--- src/rtl/tpsa_ram.sv ---
// Simple dual-port RAM, one write and one registered read port.
`timescale 1ns / 1ps
`default_nettype none
module tpsa_ram #(
  parameter int DW    = 8,
  parameter int DEPTH = 64
) (
  input  wire logic                     clk_i,
  input  wire logic                     we_i,
  input  wire logic [$clog2(DEPTH)-1:0] waddr_i,
  input  wire logic [DW-1:0]            wdata_i,
  input  wire logic                     re_i,
  input  wire logic [$clog2(DEPTH)-1:0] raddr_i,
  output logic      [DW-1:0]            rdata_o
);

  logic [DW-1:0] mem [DEPTH];

  always_ff @(posedge clk_i) begin
    if (we_i) begin
      mem[waddr_i] <= wdata_i;
    end
  end

  always_ff @(posedge clk_i) begin
    if (re_i) begin
      rdata_o <= mem[raddr_i];
    end
  end

endmodule
`default_nettype wire

--- config.mk ---
export PLATFORM = sky130hd
export DESIGN_NAME = tpsa_ram
export DESIGN_NICKNAME = d
export VERILOG_FILES = /design/src/rtl/tpsa_ram.sv
export SDC_FILE = /design/constraint.sdc
export NUM_CORES = 1
export LEC_CHECK = 0
export BUFFER_PORTS_ARGS = -buffer_cell sky130_fd_sc_hd__buf_2
export CORE_AREA = 5 5 187 189
export DETAILED_ROUTE_END_ITERATION = 10
export DIE_AREA = 0 0 192 194
export PLACE_DENSITY = 0.78
export SLEW_MARGIN = 30
export SYNTH_ARGS = -nofsm -noshare
export SYNTH_HDL_FRONTEND = slang
export SYNTH_SLANG_ARGS = --single-unit
--- constraint.sdc ---
create_clock -name clk_i -period 4.3 [get_ports clk_i]
set_clock_uncertainty 0.2 [all_clocks]
set_input_delay 0.215 -clock clk_i [delete_from_list [all_inputs] [get_ports clk_i]]
set_output_delay 0.215 -clock clk_i [all_outputs]
set_load 0.01 [all_outputs]
# After elaboration in Yosys (flattened, before gate mapping)
# Memories as Yosys holds them, arrays and structs flattened. A register that Yosys moved wholly into a read port is not among the register bits.
# Cells that the tools add are included.
# word_totals
reg_bits	0
latchBits	0
mem_bits_rw	512
mem_bits_ro	0
in_bits	23
output_inout_bits	8
wordCells	3
n_memories	1
# op_classes
n_addsub	0
n_mul	0
div_mod_pow	0
magnitude_cmp	0
n_eq_ne	0
shift	0
n_mux	2
bitwise_logic	0
reduce_logical	0
# mem_list
memory	depth	word_bits	rd	rd_ports_with_merged_regs	write_ports	line_no	text
mem	64	8	1	1	1	17	logic [DW-1:0] mem [DEPTH];
# ops
cell	n
1-bit two-way mux	2

# Logic depth before layout (Yosys ltp)
# Gate-level depths: netlist (run 1).
# depth
depth_word	2
mapped_depth	9
depth_no_buf	5

# Least setup slack after synthesis (run 1)
# OpenSTA, ideal clock, no wires.
# synth_timing
path_kind	input to register
from	in raddr_i[1]
to	reg rdata_o[3], read port of mem (data pin)
setup_ns	0.266
t_arrival_ns	1.755
required_time_ns	3.834
path_slack_ns	2.079
cell_stages	7
n_path_buf	3
cell_sequence	buf_4 -> buf_2 -> buf_2 -> mux4_2 -> mux4_2 -> o21ai_1 -> o41ai_1
# synth_rtl
item	line_no	text
start, declared	13	input wire logic [$clog2(DEPTH)-1:0] raddr_i,
end, declared	14	output logic [DW-1:0] rdata_o

# Final worst setup path (run 1)
# layout_timing
from	in waddr_i[1]
to	mem mem[3][0] (enable)
# layout_rtl
item	line_no	text
start, declared	10	input wire logic [$clog2(DEPTH)-1:0] waddr_i,
end, declared	17	
# Straight into the memory's write port.

==> results of run 1 <==
==> metal layers <==
layer	up-vias	GRT usage	part of all wire
li1	4031	-	-
met3	80	0.0454	0.089
met1	5102	0.356	0.40
met2	578	0.356	0.49
met5	-	0	0.00017
met4	2	0.0610	0.024
==> final timing paths <==
kind	endpoint	depth (start not counted)
worst min register to register	rdata_o[0]	4
worst min-delay path	mem[54][7]	1
worst max-delay path	mem[3][0]	5
worst max register to register	rdata_o[6]	5
==> flip-flops by register name, summed over array words and instances, names as in the netlist <==
name and count:
mem 512, rdata_o 8
==> report_power, final <==
group	internal, mW	switching [mW]
Clock	2.56	1.76
Sequential	5.62	0.0139
Combinational	0.191	0.306
==> worst register-to-register path: stages, from the launching register on <==
cell      delay, ns
edfxtp_1       0.37
mux4_2         0.49
mux2_2         0.30
o221a_2        0.28
nor3_1         0.37
o32ai_1        0.14
==> final cells by class <==
type | instances | area (sq um) | area share
timing repair buffer | 49 | 374 | 0.0166
multi-input combinational | 369 | 4320 | 0.192
sequential | 520 | 15600 | 0.695
clock buffer | 52 | 1240 | 0.0550
clock inverter | 36 | 374 | 0.0166
tap | 448 | 561 | 0.0249
==> cell usage after synthesis, types with 3 or more instances <==
cell,number
o22ai_1,8
a211oi_1,4
a221oi_1,6
mux2_2,13
buf_1,4
nand2b_1,7
mux2i_1,23
nor3_1,7
nor2b_1,14
nand3_1,13
o2111ai_1,3
buf_4,13
a21oi_1,3
a22oi_1,3
buf_2,11
o2bb2ai_1,3
clkbuf_1,17
nand2_1,19
edfxtp_1,520
nand3b_1,3
mux4_2,126
o221ai_1,8
nor2_1,83
buf_6,4
==> cell families (layout without fill, tap and decap cells) <==
family | after synthesis | after routing | synth area share
flip-flops | 520 | 520 | 0.771
multiplexers | 162 | 162 | 0.159
AND/OR/NAND/NOR | 153 | 153 | 0.0337
AO/OA/AOI/OAI | 54 | 54 | 0.0206
buffers and inverters | 51 | 137 | 0.0156
==> repair_timing <==
item,in CTS,in global routing
hold buffers,5,0
endpoints found under the hold margin,35,0
gates resized for setup,0,0
==> metrics, run 1 <==
status completed; Gate Count Post-Synth 940; RR Startpoint mem[21][6]; crit path max fanout 10; row cnt 67; Detailed Route WL approximately 42,000 um; commonest cells after routing, fill and taps aside 520 x edfxtp_1, 126 x mux4_2, 81 x nor2_1, 49 x clkbuf_16, 23 x mux2i_1; CP endpoint kind flop; delay-heaviest family, CP simple AND/OR/NAND/NOR gates; worst path cell trace dlygate4sd3_1 -> buf_2 -> nor2b_1 -> nand3_1 -> nor2_1; HPWL after DPL approximately 25,000 um; highest clock rate 0.381 GHz; # Max-Cap Violations 0; CTS buffer count 48; Worst Path Required 4.26 ns; PD cells 465 mW/mm^2; DRT Pass-1 Iters 5; DP Area 0.0208 sq mm; Die Ht 194 um; PortBufs 30; Slowest cell on crit path nor2_1; final std cells w/o fill 1,474; clk buf depth 3; Critical Path Start Type primary input; TNS Setup 0 ns; vias per cell 6.64; worst slack, placed between 1 and 1.5 ns; final hold viol count 0; final antenna-violating net count 0; Worst-Skew Late Latency ~0.55 ns; DR vias 9,793; Final nets 1,011; Worst Setup SP waddr_i[1]; Synth Flop Type edfxtp_1; hold path start wdata_i[7]; synthesized flop and latch total 520; first-pass GRT wire length 64,100 um; min cycle time layout 2.62 ns; per-cell routed wire length 28.6 um; CTS tree built; Worst VDD drop 0.258 mV; # setup viols final 0; GPL Wtd Cong 0.831; fin area 0.0225 sq mm; Worst Hold Margin 0.0340 ns; CTS sink count 520; worst setup slack after layout between 1.5 and 2 ns; synth top area cells edfxtp_1 77%, mux4_2 14%, nor2_1 1.5%; number of synthesized flops with an enable pin 520; Clock transition at path regs 0.06 ns; total power roughly 10 mW; cell area after synthesis 0.0202 sq mm; RSZ-0062 raised after global routing no; Core Region 0.0331 sq mm; slew margin rel. 0.333; asr flop ratio synth 0; vias in the first global route 9,869; syn_nets 963; filler cell count 1,959; die area between 0.03 and 0.04 sq mm; clock root buffer clkbuf_16; CP Buf/Inv Count 2; largest area contributor in the synthesized netlist edfxtp_1; worst-margin pin slew around 1.0 ns; most common cell after layout, fill and taps aside edfxtp_1; Initial Util 0.611; Slew Limit Fails 0; final core utilization 0.679; P&R area growth vs syn 11.0%; Synth cell types 39; drt first-iter violations 1,273; CP peak stage delay 0.91 ns; placed instance count roughly 1,400; r2r setup slk approximately 1.9 ns; antenna fix cells 0; register area share after synthesis 0.771; H-tree levels 2; DRC Markers 0; Die X 192 um; CP Class primary input to flop; total global-route track usage 0.233; Synth top area share 0.771; worst path arrival time 2.58 ns; largest net degree at the start of global routing 65; antenna violations before repair 1; Ports 31; Avg Synthesized Cell Area 21.5 sq um; Leak Pwr 6.98 nW; worst min path class primary input to flop; fraction of layout cells with a size suffix above 1 0.251; gr ovfl total 0; final worst-path cycle share 0.610; post-CTS setup buffers 0; Warnings, synthesis 0
Note: power is estimated with default switching activity, not from simulation.
==> inputs of run 2 (changes only) <==
--- a/config.mk
+++ b/config.mk
@@ -6,10 +6,10 @@
 export NUM_CORES = 1
 export LEC_CHECK = 0
 export BUFFER_PORTS_ARGS = -buffer_cell sky130_fd_sc_hd__buf_2
-export CORE_AREA = 5 5 187 189
+export CORE_AREA = 5 5 197 199
 export DETAILED_ROUTE_END_ITERATION = 10
-export DIE_AREA = 0 0 192 194
-export PLACE_DENSITY = 0.78
+export DIE_AREA = 0 0 202 204
+export PLACE_DENSITY = 0.74
 export SLEW_MARGIN = 30
 export SYNTH_ARGS = -nofsm -noshare
 export SYNTH_HDL_FRONTEND = slang
==> constraint.sdc (replaced) <==
create_clock -name clk_i -period 2.2 [get_ports clk_i]
set_clock_uncertainty 0.2 [all_clocks]
set_input_delay 0.11 -clock clk_i [delete_from_list [all_inputs] [get_ports clk_i]]
set_output_delay 0.11 -clock clk_i [all_outputs]
set_load 0.01 [all_outputs]
==> run 2 against run 1 <==
The flow now finishes with violations (negative setup slack). First-iteration DRC count fell by 0.79%. Cell area increased by 5.5%. Critical path depth unchanged. Routed wire length increased by 6.2%. Worst setup slack worse by 1.7 ns. Via count up 4.0%. Combinational power up 130%. Critical endpoint is now rdata_o[4].
==> metrics, run 2 (synthesis results as in run 1) <==
total global-route track usage 0.220 (was 0.233); CTS sink count 520 (unchanged); DRC Markers 0 (unchanged); gr ovfl total 0 (unchanged); clk buf depth 3 (unchanged); fraction of layout cells with a size suffix above 1 0.331 (was 0.251); largest net degree at the start of global routing 65 (unchanged); drt first-iter violations 1,263 (was 1,273); PortBufs 30 (unchanged); antenna violations before repair 2 (was 1); post-CTS setup buffers 0 (unchanged); commonest cells after routing, fill and taps aside 520 x edfxtp_1, 126 x mux4_2, 123 x buf_4, 79 x nor2_1, 51 x clkbuf_16 (was 520 x edfxtp_1, 126 x mux4_2, 81 x nor2_1, 49 x clkbuf_16, 23 x mux2i_1); final std cells w/o fill 1,637 (was 1,474); # Max-Cap Violations 0 (unchanged); TNS Setup -0.0861 ns (was 0 ns); failing checks negative setup slack; worst min path class primary input to flop (unchanged); per-cell routed wire length 27.3 um (was 28.6 um); Clk pwr share 0.396 (was 0.413); antenna fix cells 0 (unchanged); Critical Path Start Type flop (was primary input); Worst Setup SP mem[21][4] (was waddr_i[1]); placed instance count 1,530 (was 1,381); filler cell count 2,368 (was 1,959); Net Sw Power 4.11 mW (was 2.08 mW); HPWL after DPL 28,500 um (was 24,900 um); status finished, violations left (was completed); worst setup slack after layout -0.0504 ns (was 1.68 ns); P&R area growth vs syn 17.1% (was 11.0%); RSZ-0062 raised after global routing yes (was no); Die X 202 um (was 192 um); worst path arrival time 2.34 ns (was 2.58 ns); Final nets 1,146 (was 1,011); Initial Util 0.547 (was 0.611); # setup viols final 2 (was 0); Largest register FFs 512 (unchanged); vias in the first global route 10,500 (was 9,869); RR Startpoint mem[21][4] (was mem[21][6]); Slew Limit Fails 0 (unchanged); DR vias 10,200 (was 9,793); clock root buffer clkbuf_16 (unchanged); CTS tree built (unchanged); first-pass GRT wire length 67,200 um (was 64,100 um); Net Sw Frac 0.204 (was 0.199); slew margin rel. 0.517 (was 0.333); final worst-path cycle share 1.02; Int Pwr 16.1 mW (was 8.37 mW); crit path max fanout 1 (was 10); CP Buf/Inv Count 0 (was 2); worst path cell trace mux4_2 -> mux2_4 -> o221a_4 -> nor3_4 -> o32ai_2 (was dlygate4sd3_1 -> buf_2 -> nor2b_1 -> nand3_1 -> nor2_1); GPL Wtd Cong 0.897 (was 0.831); Largest Register mem (unchanged); Ports 31 (unchanged); Comb pwr share 0.058 (was 0.048); CP peak stage delay 0.54 ns (was 0.91 ns); die area 0.0412 sq mm (was 0.0372 sq mm); Worst Path Required 2.29 ns (was 4.26 ns); most common cell after layout, fill and taps aside edfxtp_1 (unchanged); min cycle time layout 2.25 ns; highest clock rate 0.444 GHz; total power 20.2 mW (was 10.4 mW); DRT Pass-1 Iters 5 (unchanged); final antenna-violating net count 0 (unchanged); Worst-Skew Late Latency 0.56 ns (was 0.55 ns); hold path start waddr_i[4] (was wdata_i[7]); Top Registers mem: 512 flops, rdata_o: 8 flops (unchanged); CP endpoint kind flop (unchanged); delay-heaviest family, CP multiplexers (was simple AND/OR/NAND/NOR gates); Detailed Route WL 44,800 um (was 42,200 um); Die Ht 204 um (was 194 um); final hold viol count 0 (unchanged); Clock transition at path regs 0.06 ns (about the same); Worst VDD drop 0.738 mV (was 0.258 mV); worst slack, placed -0.419 ns (was 1.18 ns); Seq pwr share 0.546 (was 0.539); row cnt 71 (was 67); vias per cell 6.22 (was 6.64); CTS buffer count 49 (was 48); worst-margin pin slew 0.725 ns (was 0.998 ns); PD cells 850 mW/mm^2 (was 465 mW/mm^2); Core Region 0.0370 sq mm (was 0.0331 sq mm); H-tree levels 2 (unchanged); Slowest cell on crit path mux4_2 (was nor2_1); Leak Pwr 7.69 nW (was 6.98 nW); CP Class flop to flop (was primary input to flop)
## run 2: cell count changes in the layout (fill, tap and decap cells not counted), sizes merged
cell         previous run  this run
buf                    43       164
dlygate4sd3             5        18
clkbuf                 53        63
bufinv                  8         3
clkinvlp                3         1
## run 2: final timing paths
check                    end  slack, ns  depth (start not counted)
setup / recovery  rdata_o[4]      -0.05                          5
hold / removal    mem[51][1]       0.04                          3
setup reg to reg  rdata_o[4]      -0.05                          5
hold reg to reg   rdata_o[4]       0.74                          3
## run 2: layout make-up
type	instances	area [sq um]	area share
clock buffers	62	1320	0.0556
clock inverters	29	206	0.00871
multi-input cells	369	4430	0.187
flip-flops and latches	520	15600	0.658
well taps	474	593	0.0250
repair buffers	183	1550	0.0653
## run 2: power groups by stage
| stage | logic [mW] | clock network [mW] | registers [mW] |
|---|---|---|---|
| 2_1_floorplan | 0.585 | 0 | 11.2 |
| 3_3_place_gp | 1.08 | 0 | 11.2 |
| 3_5_place_dp | 1.10 | 0 | 11.2 |
| 4_1_cts | 1.15 | 8.08 | 11.0 |
| 5_1_grt | 1.24 | 8.53 | 11.0 |
| 6_report | 1.16 | 7.98 | 11.0 |
## run 2: metrics by stage
step	util	hold WS (ns)	area [sq um]
floorplan	-	0.00887	20200
global placement	0.591	0.282	21900
detailed placement	0.591	0.277	21900
CTS	0.639	0.0183	23700
global route	0.640	0.0430	23700
finish	0.640	0.0411	23700
## run 2: repair_timing
| item | in CTS | in global routing |
|---|---|---|
| hold buffers | 18 | 0 |
| endpoints found under the setup margin | 8 | 17 |
| gates resized for setup | 15 | 12 |
| hold endpoints to repair | 396 | 0 |
| pin swaps | 4 | 4 |
## run 2: tightest hold or removal path, stage by stage
cell and delay, ns:
buf_2 0.17, nand4_1 0.18, nor2_1 0.14
## run 2: metal layers
metal / up-vias / global-route usage / part of all wire
met1: 5270 / 0.309 / 0.39
met2: 507 / 0.355 / 0.49
met3: 97 / 0.0379 / 0.082
met4: 4 / 0.0825 / 0.037
met5: - / 0 / 0.00060
li1: 4309 / - / -
==> inputs of run 3 (changes only) <==
--- a/config.mk
+++ b/config.mk
@@ -6,10 +6,11 @@
 export NUM_CORES = 1
 export LEC_CHECK = 0
 export BUFFER_PORTS_ARGS = -buffer_cell sky130_fd_sc_hd__buf_2
-export CORE_AREA = 5 5 197 199
+export CAP_MARGIN = 25
+export CORE_AREA = 2 2 184 186
 export DETAILED_ROUTE_END_ITERATION = 10
-export DIE_AREA = 0 0 202 204
-export PLACE_DENSITY = 0.74
+export DIE_AREA = 0 0 186 188
+export PLACE_DENSITY = 0.78
 export SLEW_MARGIN = 30
 export SYNTH_ARGS = -nofsm -noshare
 export SYNTH_HDL_FRONTEND = slang
==> constraint.sdc (replaced) <==
create_clock -name clk_i -period 2.73 [get_ports clk_i]
set_clock_uncertainty 0.2 [all_clocks]
set_input_delay 0.1365 -clock clk_i [delete_from_list [all_inputs] [get_ports clk_i]]
set_output_delay 0.1365 -clock clk_i [all_outputs]
set_load 0.01 [all_outputs]
==> run 3 against run 2 <==
The flow now finishes without violations. Via count up 1.4%. First-iteration DRC count grew 2.7%. Global-route usage rose by 4.5 points. Maximum frequency down 4.6%. Critical path type unchanged. Register-to-register slack better by 0.42 ns. Worst hold slack gained 0.0028 ns.
==> metrics, run 3 (synthesis results as in run 1) <==
P&R area growth vs syn 15.1% (was 17.1%); largest net degree at the start of global routing 65 (unchanged); GPL Wtd Cong 0.848 (was 0.897); worst slack, placed 0.106 ns (was -0.419 ns); H-tree levels 2 (unchanged); status completed (was finished, violations left); PD cells 707 mW/mm^2 (was 850 mW/mm^2); Largest Register mem (unchanged); drt first-iter violations 1,297 (was 1,263); Core Region 0.0331 sq mm (was 0.0370 sq mm); total global-route track usage 0.265 (was 0.220); commonest cells after routing, fill and taps aside 520 x edfxtp_1, 126 x mux4_2, 106 x buf_4, 83 x nor2_1, 53 x clkbuf_16 (was 520 x edfxtp_1, 126 x mux4_2, 123 x buf_4, 79 x nor2_1, 51 x clkbuf_16); final hold viol count 0 (unchanged); delay-heaviest family, CP multiplexers (unchanged); worst-margin pin slew 0.763 ns (was 0.725 ns); slew margin rel. 0.492 (was 0.517); flip-flop and latch area 0.0156 sq mm (unchanged); post-CTS setup buffers 0 (unchanged); placed instance count 1,477 (was 1,530); # setup viols final 0 (was 2); CTS buffer count 51 (was 49); DRT Pass-1 Iters 5 (unchanged); min cycle time layout 2.36 ns (was 2.25 ns); final core utilization 0.704 (was 0.640); CP Buf/Inv Count 0 (unchanged); Clock transition at path regs 0.06 ns (about the same); total power 16.5 mW (was 20.2 mW); final std cells w/o fill 1,584 (was 1,637); gr ovfl total 0 (unchanged); met2 Use GR 0.417 (was 0.355); Die Ht 188 um (was 204 um); final worst-path cycle share 0.864 (was 1.02); fin area 0.0233 sq mm (was 0.0237 sq mm); Worst-Skew Late Latency 0.58 ns (was 0.56 ns); HPWL after DPL 27,600 um (was 28,500 um); Initial Util 0.611 (was 0.547); RSZ-0062 raised after global routing no (was yes); GR peak layer met2 (unchanged); Die X 186 um (was 202 um); final antenna-violating net count 0 (unchanged); antenna violations before repair 4 (was 2); # Max-Cap Violations 0 (unchanged); Slowest cell on crit path mux4_2 (unchanged); TNS Setup 0 ns (was -0.0861 ns); DRC Markers 0 (unchanged); GRT met1 Usage 0.391 (was 0.309); Final nets 1,117 (was 1,146); grt met3 use 0.0458 (was 0.0379); DR vias 10,300 (was 10,200); worst path arrival time 2.45 ns (was 2.34 ns); Largest register FFs 512 (unchanged); crit path max fanout 1 (unchanged); DP Area 0.0216 sq mm (was 0.0219 sq mm); Worst VDD drop 0.591 mV (was 0.738 mV); fraction of layout cells with a size suffix above 1 0.305 (was 0.331); worst setup slack after layout 0.372 ns (was -0.0504 ns); CTS sink count 520 (unchanged); worst min path class primary input to flop (unchanged); most common cell after layout, fill and taps aside edfxtp_1 (unchanged); Critical Path Start Type flop (unchanged); per-cell routed wire length 28.3 um (was 27.3 um); Slew Limit Fails 0 (unchanged); CP endpoint kind flop (unchanged); vias per cell 6.52 (was 6.22); PortBufs 30 (unchanged); multi-input logic area 0.00432 sq mm (was 0.00443 sq mm); die area 0.0350 sq mm (was 0.0412 sq mm); row cnt 67 (was 71); clock root buffer clkbuf_16 (unchanged); CTS tree built (unchanged); Top Registers mem: 512 flops, rdata_o: 8 flops (unchanged); highest clock rate 0.424 GHz (was 0.444 GHz); CP Class flop to flop (unchanged); clk buf depth 3 (unchanged); Leak Pwr 7.53 nW (was 7.69 nW); first-pass GRT wire length 66,400 um (was 67,200 um); Ports 31 (unchanged); Worst Hold Margin 0.0439 ns (was 0.0411 ns); vias in the first global route 10,400 (was 10,500); filler cell count 1,899 (was 2,368); worst path cell trace mux4_2 -> mux2_2 -> o221a_2 -> nor3_1 -> o32ai_1 (was mux4_2 -> mux2_4 -> o221a_4 -> nor3_4 -> o32ai_2); CP peak stage delay 0.49 ns (was 0.54 ns); Detailed Route WL 44,900 um (was 44,800 um); Worst Path Required 2.82 ns (was 2.29 ns)
==> run 3: cell types whose count changed in the layout (fill, tap and decap cells not counted), sizes merged <==
cell / delta
clkbuf: +3
clkinv: -2
bufinv: +1
dlygate4sd3: -6
diode: +2
buf: -25
==> run 3: metal layers <==
layer	up-vias	routed length [um]
met5	-	20
met4	4	1120
met3	83	4490
met2	630	21900
met1	5364	17400
li1	4245	-
==> run 3: layout make-up <==
class / instances / area share
tap: 448 / 0.0240
clock inverter: 28 / 0.00972
timing repair buffer: 152 / 0.0521
clock buffer: 65 / 0.0588
sequential: 520 / 0.670
antenna: 2 / 0.000215
multi-input combinational: 369 / 0.185
==> run 3: worst min-delay path, stage by stage <==
cell	delay, ns
buf_2	0.14
nand4b_1	0.19
nor2_1	0.14
==> run 3: where the power goes <==
| group | internal, mW | switching, mW | total [mW] | leakage (nW) |
|---|---|---|---|---|
| Clock | 3.91 | 2.83 | 6.74 | 0.777 |
| Sequential | 8.85 | 0.0236 | 8.88 | 4.69 |
| Combinational | 0.348 | 0.512 | 0.860 | 2.07 |
| Total | 13.1 | 3.37 | 16.5 | 7.53 |
==> run 3: timing repair <==
item,4_1_cts,5_1_grt
hold buffers,10,2
endpoints found under the hold margin,138,116
resized for setup,0,0
==> run 3: final timing paths <==
check	end	from	slack, ns	depth (start not counted)
min reg2reg	rdata_o[4]	mem[26][4]	0.74	3
min	mem[52][7]	we_i	0.04	3
max reg2reg	rdata_o[6]	mem[21][6]	0.37	5
max	rdata_o[6]	mem[21][6]	0.37	5
